`config.mk`:
```
export PLATFORM = sky130hd
export DESIGN_NAME = threshold_histogram_binning
export DESIGN_NICKNAME = d
export VERILOG_FILES = /design/src/sv/thb_pkg.sv /design/src/sv/thb_bin_select.sv /design/src/sv/thb_count_mem.sv /design/src/sv/threshold_histogram_binning.sv
export SDC_FILE = /design/constraint.sdc
export NUM_CORES = 1
export LEC_CHECK = 0
export BUFFER_PORTS_ARGS = -buffer_cell sky130_fd_sc_hd__buf_2
export CAP_MARGIN = 20
export CORE_MARGIN = 5
export CORE_UTILIZATION = 40
export DETAILED_ROUTE_END_ITERATION = 8
export SKIP_CTS_REPAIR_TIMING = 1
export SYNTH_ARGS = -nofsm -noshare
export SYNTH_HDL_FRONTEND = slang
export SYNTH_HIERARCHICAL = 1
export SYNTH_SLANG_ARGS = --single-unit
```
`constraint.sdc`:
```
create_clock -name clk -period 5.2 [get_ports clk]
set_input_delay 1.56 -clock clk [delete_from_list [all_inputs] [get_ports clk]]
set_output_delay 1.56 -clock clk [all_outputs]
set_load 0.01 [all_outputs]
```
`src/sv/thb_pkg.sv`:
```
package thb_pkg;

	localparam int BIN_COUNT   = 5;
	localparam int LIMIT_REGS  = 5;
	localparam int BIN_W       = (BIN_COUNT > 1) ? $clog2(BIN_COUNT) : 1;
	localparam int SAMPLE_W    = 16;
	localparam int TOTAL_W     = 32;
	localparam int INDEX_W     = 3;
	localparam int MODE_W      = 2;
	localparam int CFG_IDX_W   = 3;
	localparam int CFG_DATA_W  = 16;
	localparam int IN_DATA_W   = 16;
	localparam int OUT_DATA_W  = 40;

	localparam logic [BIN_W-1:0] LAST_BIN = BIN_W'(BIN_COUNT - 1);

	typedef logic [SAMPLE_W-1:0] limit_t;
	typedef limit_t [BIN_COUNT-1:0] limit_arr_t;

	localparam limit_t LIMIT_RESET [LIMIT_REGS] = '{
		16'd13107, 16'd26214, 16'd39321, 16'd52428, 16'd65535
	};

	typedef enum logic [MODE_W-1:0] {
		MODE_COUNT   = 2'd0,
		MODE_READOUT = 2'd1,
		MODE_CLEAR   = 2'd2
	} mode_t;

	typedef enum logic [1:0] {
		KIND_NONE   = 2'd0,
		KIND_COUNT  = 2'd1,
		KIND_REPORT = 2'd2
	} kind_t;

	// control from the pipeline to the count store
	typedef struct packed {
		logic             rd_en;
		logic [BIN_W-1:0] rd_addr;
		logic             wr_en;
		logic [BIN_W-1:0] wr_addr;
		logic             clear;
	} mem_ctrl_t;

	function automatic logic [TOTAL_W-1:0] sat_inc(input logic [TOTAL_W-1:0] v);
		sat_inc = (v == {TOTAL_W{1'b1}}) ? v : v + TOTAL_W'(1);
	endfunction

endpackage

```
`src/sv/thb_bin_select.sv`:
```
module thb_bin_select
	import thb_pkg::*;
(
	input  limit_t           sample,
	input  limit_arr_t       limits,
	output logic [BIN_W-1:0] bin_sel
);

	// first bin whose limit is not exceeded; above all limits lands in the last bin
	always_comb begin
		bin_sel = LAST_BIN;
		for (int i = BIN_COUNT - 1; i >= 0; i--) begin
			if (sample <= limits[i]) begin
				bin_sel = BIN_W'(i);
			end
		end
	end

endmodule

```
`src/sv/thb_count_mem.sv`:
```
module thb_count_mem
	import thb_pkg::*;
(
	input  logic               clk,
	input  logic               arst_n,
	input  mem_ctrl_t          ctrl,
	input  logic [TOTAL_W-1:0] wr_data,
	output logic [TOTAL_W-1:0] rd_data
);

	logic [TOTAL_W-1:0]   mem_q [BIN_COUNT];
	logic [BIN_COUNT-1:0] valid_q;
	logic [TOTAL_W-1:0]   rdata_q;
	logic                 rvld_q;
	logic                 byp_hit_q;
	logic [TOTAL_W-1:0]   byp_data_q;

	always_ff @(posedge clk) begin
		if (ctrl.wr_en) begin
			mem_q[ctrl.wr_addr] <= wr_data;
		end
		if (ctrl.rd_en) begin
			rdata_q    <= mem_q[ctrl.rd_addr];
			byp_data_q <= wr_data;
		end
	end

	// entry not written since reset or clear reads as zero
	always_ff @(posedge clk or negedge arst_n) begin
		if (!arst_n) begin
			valid_q   <= '0;
			rvld_q    <= 1'b0;
			byp_hit_q <= 1'b0;
		end else begin
			if (ctrl.clear) begin
				valid_q <= '0;
			end else if (ctrl.wr_en) begin
				valid_q[ctrl.wr_addr] <= 1'b1;
			end
			if (ctrl.rd_en) begin
				rvld_q    <= valid_q[ctrl.rd_addr] && !ctrl.clear;
				// write landing at the same edge as the read: forward it
				byp_hit_q <= ctrl.wr_en && (ctrl.wr_addr == ctrl.rd_addr) && !ctrl.clear;
			end
		end
	end

	assign rd_data = byp_hit_q ? byp_data_q : (rvld_q ? rdata_q : '0);

endmodule

```
`src/sv/threshold_histogram_binning.sv`:
```
// Histogram engine over unsigned 16-bit samples in hundredths.
// Input stream: in_tuser carries the request mode (count, readout, clear),
// in_tdata the sample. Bin limits are written over the cfg channel (index
// 0..4, one 16-bit limit each, cfg_ready always high); the user must write
// them only while the block is idle; the block does not enforce it. A count
// request places the sample in the first bin whose limit it does not exceed
// (the last bin when above all) and bumps that bin's saturating 32-bit count.
// Count and clear requests are taken one per cycle, back to back, unless a
// readout blocks input; counts live in a small synchronous RAM, read at
// accept, incremented and written back in the next cycle, with a forwarding
// path for repeated bins. A readout request emits BIN_COUNT results, one per
// cycle while out_tready is high, bin 0 first, out_tlast on the last; input
// is held off while the RAM port sweeps the bins. The first result passes
// the RAM read register and s1 before the output. When the receiver stalls,
// the output register holds; a further result in s1 holds too and drops
// in_tready until the output drains. Reset restores the default limits and
// all counts read as zero; a clear request zeroes the counts at once.
module threshold_histogram_binning
	import thb_pkg::*;
(
	input  logic                  clk,
	input  logic                  arst_n,
	input  logic                  in_tvalid,
	output logic                  in_tready,
	input  logic [IN_DATA_W-1:0]  in_tdata,   // [15:0] sample_value
	input  logic [MODE_W-1:0]     in_tuser,   // [1:0] mode
	output logic                  out_tvalid,
	input  logic                  out_tready,
	output logic [OUT_DATA_W-1:0] out_tdata,  // [2:0] bin_index, [34:3] bin_total, zero pad
	output logic                  out_tlast,  // last_bin
	input  logic                  cfg_valid,
	output logic                  cfg_ready,
	input  logic [CFG_IDX_W-1:0]  cfg_index,
	input  logic [CFG_DATA_W-1:0] cfg_data
);

	limit_arr_t         limits_q;
	logic [BIN_W-1:0]   bin_sel;
	logic               accept;
	mode_t              in_mode;
	kind_t              in_kind;
	logic               busy_q;
	logic [BIN_W-1:0]   cnt_q;
	kind_t              kind_s1;
	logic [BIN_W-1:0]   addr_s1;
	logic               last_s1;
	logic               stall_s1;
	logic               advance;
	mem_ctrl_t          mem_ctrl;
	logic [TOTAL_W-1:0] rd_data;
	logic               out_valid_q;
	logic [BIN_W-1:0]   out_idx_q;
	logic [TOTAL_W-1:0] out_total_q;
	logic               out_last_q;

	assign cfg_ready = 1'b1;

	always_ff @(posedge clk or negedge arst_n) begin
		if (!arst_n) begin
			for (int i = 0; i < BIN_COUNT; i++) begin
				limits_q[i] <= LIMIT_RESET[i];
			end
		end else if (cfg_valid && cfg_index < CFG_IDX_W'(BIN_COUNT)) begin
			limits_q[cfg_index] <= cfg_data;
		end
	end

	thb_bin_select u_sel (
		.sample  (in_tdata[SAMPLE_W-1:0]),
		.limits  (limits_q),
		.bin_sel (bin_sel)
	);

	assign in_mode  = mode_t'(in_tuser);
	assign stall_s1 = (kind_s1 == KIND_REPORT) && out_valid_q && !out_tready;
	assign advance  = !stall_s1;
	assign in_tready = !busy_q && !stall_s1;
	assign accept   = in_tvalid && in_tready;

	always_comb begin
		unique case (in_mode)
			MODE_COUNT:   in_kind = KIND_COUNT;
			MODE_READOUT: in_kind = KIND_REPORT;
			default:      in_kind = KIND_NONE;
		endcase
	end

	always_comb begin
		mem_ctrl.rd_en   = advance;
		mem_ctrl.rd_addr = busy_q ? cnt_q : (in_mode == MODE_READOUT ? '0 : bin_sel);
		mem_ctrl.wr_en   = (kind_s1 == KIND_COUNT);
		mem_ctrl.wr_addr = addr_s1;
		mem_ctrl.clear   = accept && (in_mode == MODE_CLEAR);
	end

	thb_count_mem u_mem (
		.clk     (clk),
		.arst_n  (arst_n),
		.ctrl    (mem_ctrl),
		.wr_data (sat_inc(rd_data)),
		.rd_data (rd_data)
	);

	always_ff @(posedge clk or negedge arst_n) begin
		if (!arst_n) begin
			busy_q  <= 1'b0;
			cnt_q   <= '0;
			kind_s1 <= KIND_NONE;
		end else begin
			if (accept && in_mode == MODE_READOUT) begin
				busy_q <= 1'b1;
				cnt_q  <= BIN_W'(1);
			end else if (busy_q && advance) begin
				if (cnt_q == LAST_BIN) begin
					busy_q <= 1'b0;
				end
				cnt_q <= cnt_q + BIN_W'(1);
			end
			if (advance) begin
				if (busy_q) begin
					kind_s1 <= KIND_REPORT;
				end else if (accept) begin
					kind_s1 <= in_kind;
				end else begin
					kind_s1 <= KIND_NONE;
				end
			end
		end
	end

	always_ff @(posedge clk) begin
		if (advance) begin
			addr_s1 <= mem_ctrl.rd_addr;
			last_s1 <= busy_q && (cnt_q == LAST_BIN);
		end
	end

	always_ff @(posedge clk or negedge arst_n) begin
		if (!arst_n) begin
			out_valid_q <= 1'b0;
		end else if (advance && kind_s1 == KIND_REPORT) begin
			out_valid_q <= 1'b1;
		end else if (out_tready) begin
			out_valid_q <= 1'b0;
		end
	end

	always_ff @(posedge clk) begin
		if (advance && kind_s1 == KIND_REPORT) begin
			out_idx_q   <= addr_s1;
			out_total_q <= rd_data;
			out_last_q  <= last_s1;
		end
	end

	assign out_tvalid = out_valid_q;
	assign out_tlast  = out_last_q;
	assign out_tdata  = {{(OUT_DATA_W - TOTAL_W - INDEX_W){1'b0}}, out_total_q,
		INDEX_W'(out_idx_q)};

endmodule

```
======== Word level (Yosys, flattened, before mapping) ========
Memories as Yosys holds them, arrays and structs flattened. A register that Yosys moved wholly into a read port is not among the register bits.
Index checks and enable logic that the tools add are counted.
cells by class
  $add $sub $neg .......................... 2
  magnitude comparators ................... 10
  equal/unequal tests ..................... 7
  muxes and demuxes ....................... 30
  bitwise logic cells ..................... 1
  reductions and logical operators ........ 26
operators by type and width
  cell                     count
  $mux W32                 3
  $bwmux W80               1
  $le A16 B16 Y1           4
  $demux W16 S3            1
  $add A32 B1 Y32 const B  1
  $eq A32 B32 Y1 const B   1
  $mux W3                  8
  $mux W16                 1
  $logic_and A1 B1 Y1      15
  $lt A3 B4 Y1 const B     3
  $mux W5                  2
  $mux W1                  9
  $reduce_bool A2 Y1       4
  $ge A3 B1 Y1 const B     2
  $logic_not A1 Y1         5
  $or A5 B5 Y5             1
  $eq A2 B1 Y1 const B     2
  $eq A2 B2 Y1 const B     2
  $mux W2                  2
  $pmux W2 S2              1
  $add A3 B1 Y3 const B    1
  $bmux W1 S3              1
  $demux W1 S3             1
  $eq A3 B3 Y1             1
  4 further kinds          4
word-level totals
  flip-flop bits (word level) ............. 166
  RAM bits ................................ 160
  input bits .............................. 42
  output and inout port bits .............. 44
  logic and storage cells ................. 95
  memories kept ........................... 1
memory list
  name         words  bits a word  rd ports  clocked after Yosys merged registers in  wr ports  RTL line             RTL
  u_mem.mem_q  5      32           1         1                                        1         thb_count_mem.sv:11  logic [TOTAL_W-1:0] mem_q [BIN_COUNT];

======== Depth between registers and ports, before layout ========
  word-level depth ........................ 10
  depth in mapped cells ................... 16
  depth with buffers taken out ............ 14

======== Hierarchy ========
Netlist, hierarchy kept.
modules (own cells, without submodules)
  module                       times used  cells an instance  area each (sq um)  seq. area each (sq um)
  thb_count_mem                1           382                8617.0             6901.6
  threshold_histogram_binning  1           392                5546.6             3438.3
  thb_bin_select               1           220                1616.6             0.0

======== Worst setup path after synthesis ========
OpenSTA, ideal clock, no wires.
  kind .................................... input port to flip-flop
  start point ............................. input in_tdata[14]
  end point ............................... register u_mem.rdata_q[14], read port of u_mem.mem_q, data pin
  setup time .............................. 0.260 ns
  arrival time ............................ 4.300 ns
  required time ........................... 4.940 ns
  path slack .............................. 0.640 ns
  cell stages on the path ................. 13
  path buffers ............................ 2
  path through ............................ ha_1 -> a21oi_2 -> nand2_1 -> a221o_1 -> o31a_2 -> nand2_1 -> nor3b_1 -> nand2_1 -> o21ai_0 -> buf_2 -> clkbuf_1 -> mux4_2 -> mux2_2
RTL lines
  what         RTL line                           RTL
  from (decl)  threshold_histogram_binning.sv:25  input logic [IN_DATA_W-1:0] in_tdata,
  to (decl)    thb_count_mem.sv:13                logic [TOTAL_W-1:0] rdata_q;

==> parameters.txt <==
Parameter                              Value

STA
  Share of the cycle needed by the critical path after routing    0.866
  Max Clock Skew    between 0.015 and 0.02 ns
  Worst Max-Slew Pin Slew    between 0.7 and 0.8 ns
  Period minus WS final    4.50 ns
  Final worst hold slack    between 0.4 and 0.5 ns
  Achievable Freq    roughly 220 MHz
  Setup Total Neg Slack    0 ns
  Max-slew headroom at the worst pin    0.525
  Number of hold violations in the final report    0
  Unrepaired setup endpoints after global routing    false
  Number of pins with negative max-slew slack in the final report    0
  Final setup violating endpoints    0

Worst setup path
  Source of the worst register-to-register timing path    limits_q[47]$_DFFE_PN1P_
  Type of the worst setup path    in2reg
  Worst r2r dst    u_mem/rdata_q[31]$_DFFE_PP_
  CP Max Fanout    20
  Setup slack on the worst flop-to-flop path    between 1 and 1.5 ns
  CP Capture Type    register
  Arrival time worst endpoint    4.80 ns
  Length in cells of the worst reg-to-reg path    13
  CP required    ~5.5 ns
  Critical Path Source    in_tdata[14]
  Startpoint types    primary input

Clock tree
  Number of buffers added by the clock tree synthesis step    38
  Clock root cell    clkbuf_16
  CTS H-tree lvls    2
  Clock transition time at the flip-flop clock pins of the worst setup and hold paths    0.06 ns
  Number of buffers on the longest clock path    3
  Number of clock sinks seen by CTS    342
  Clk Latency, worst-skew pair    0.54 ns
  TritonCTS clock tree    done

Layout
  Final cell count without fillers    1610
  Antenna diode instance count    0
  Area added between synthesis and finish    15.2%
  NumNets Final    between 1k and 1.5k
  Share of final-layout standard cells stronger than drive strength 1    0.305

Placement
  Instance count after placement with tap cells included    approximately 1.5k
  Global placer's final weighted congestion    approximately 0.77
  PortBufs    roughly 80
  Detailed-placement wirelength estimate    19.1 mm

Pwr
  Leakage Power    6.73 nW
  Power Dens Cells    510 mW/mm²
  Overall power of the completed layout    approximately 9 mW
  Max VDD drop    between 0.0002 and 0.00025 V

Synth
  Summed instance area of the synthesized netlist    0.0152 mm²
  Instance count of the mapped netlist    960
  Count of warnings emitted by yosys    6
  Synthesized area divided by synthesized cell count    15.8 µm²

GRT
  Number of antenna violations at the first check in global routing    1
  Overflow left after global routing    0
  Vias in the first global route    roughly 8.6k
  Total global routing track utilization    0.148
  First-pass GRT wire length    48.5 mm
  Largest net degree at the start of global routing    79

Min path
  Class of the tightest hold or removal check    reg2reg
  Hold Path Depth    0
  Startpoint of the lowest-slack hold path    last_s1$_DFFE_PN_
  Hold Path End    out_tlast$_DFFE_PP_

Run status
  Status    complete, no violations

Routing
  Post-DR wirelength/cell    around 19 µm
  Vias after detailed routing    8279
  Number of nets still failing antenna checks after routing    0
  Final routed wirelength across all metal layers    30.6 mm
  Vias/cell    just over 5
  Number of design rule violations left after detail routing    0
  Starting DRT DRC Count    345
  Total iterations of the first detailed-routing run    4

Die
  Placement row count    71
  Starting density of the core    0.403
  I/O pin count    86
  Horizontal die dimension    a little over 200 µm
  Overall die height    between 200 and 250 µm
  Area of the placeable core    0.0376 mm²
  Overall die area    between 0.04 and 0.05 mm²

Job
  Count of max-cap constraint violations    0
[worst max-delay path by stage]
stage                                             end  slack (ns)  cells after the start
after floorplan           u_mem/rdata_q[14]$_DFFE_PP_        0.64                     13
after global placement    u_mem/rdata_q[31]$_DFFE_PP_        0.33                     13
after detailed placement   u_mem/rdata_q[3]$_DFFE_PP_        0.18                     13
after CTS                  u_mem/rdata_q[2]$_DFFE_PP_        0.76                     13
after global routing       u_mem/rdata_q[0]$_DFFE_PP_        0.45                     13
final                     u_mem/rdata_q[31]$_DFFE_PP_        0.70                     13
[routing by layer]
metal	GRT usage	vias up	wire, µm
li1	-	3888	-
met1	0.196	4189	13400
met2	0.250	150	15200
met3	0.0296	50	1320
met4	0.0419	2	627
met5	0	-	7
[layout by cell type (no fill, tap or decap), types with 10 or more instances in the layout]
cell and instances:
nand4_1 23, xnor2_1 11, buf_4 15, clkbuf_1 11
buf_2 78, nor2_1 27, mux2_2 99, dfstp_2 32
a22o_1 31, xor2_1 17, a21oi_1 23, nand3_1 17
a21o_1 11, and3_1 13, ha_1 67, o21ai_0 11
clkbuf_16 39, mux4_2 26, inv_1 68, edfxtp_1 264
nor2b_1 10, nand2_1 37, dfrtp_1 46
[per-stage QoR]
stage | worst slack, ns | area, µm² | utilization
6_report | 0.698 | 17500 | 0.465
3_3_place_gp | 0.327 | 16200 | 0.432
5_1_grt | 0.453 | 17500 | 0.465
3_5_place_dp | 0.183 | 16200 | 0.432
2_1_floorplan | 0.640 | 15200 | -
4_1_cts | 0.757 | 17400 | 0.463
[area by class of cell]
cell class | count | area, µm²
multi-input cells | 518 | 4830
clock buffers | 50 | 1020
clock inverters | 20 | 146
inverters | 69 | 259
fillers | 3318 | 20100
repair buffers | 100 | 651
well taps | 511 | 639
flip-flops and latches | 342 | 9920
[report_power, final]
part	switching, mW	leakage, nW	internal, mW
Clock	1.06	0.558	1.44
Combinational	1.30	2.73	1.04
Sequential	0.208	3.45	3.86
[registers in the layout (all words and copies together) (netlist names)]
signal	cells
u_mem/byp_data_q	32
cnt_q	3
u_mem/mem_q	160
out_tvalid	1
out_idx_q	3
u_mem/valid_q	5
u_mem/rvld_q	1
last_s1	1
addr_s1	3
out_total_q	32
u_mem/rdata_q	32
limits_q	64
out_tlast	1
busy_q	1
kind_s1	2
u_mem/byp_hit_q	1
[critical path: stages]
cell and delay (ns):
buf_2 0.13, ha_1 0.33, nand4_1 0.14, nor4_1 0.53
a21boi_0 0.27, o31a_2 0.18, nor2b_1 0.13, o21ba_1 0.16
nand2_1 0.09, o21ai_4 0.20, buf_12 0.23, mux4_1 0.56
mux2_2 0.26
Power figures use the tool's default switching activity.
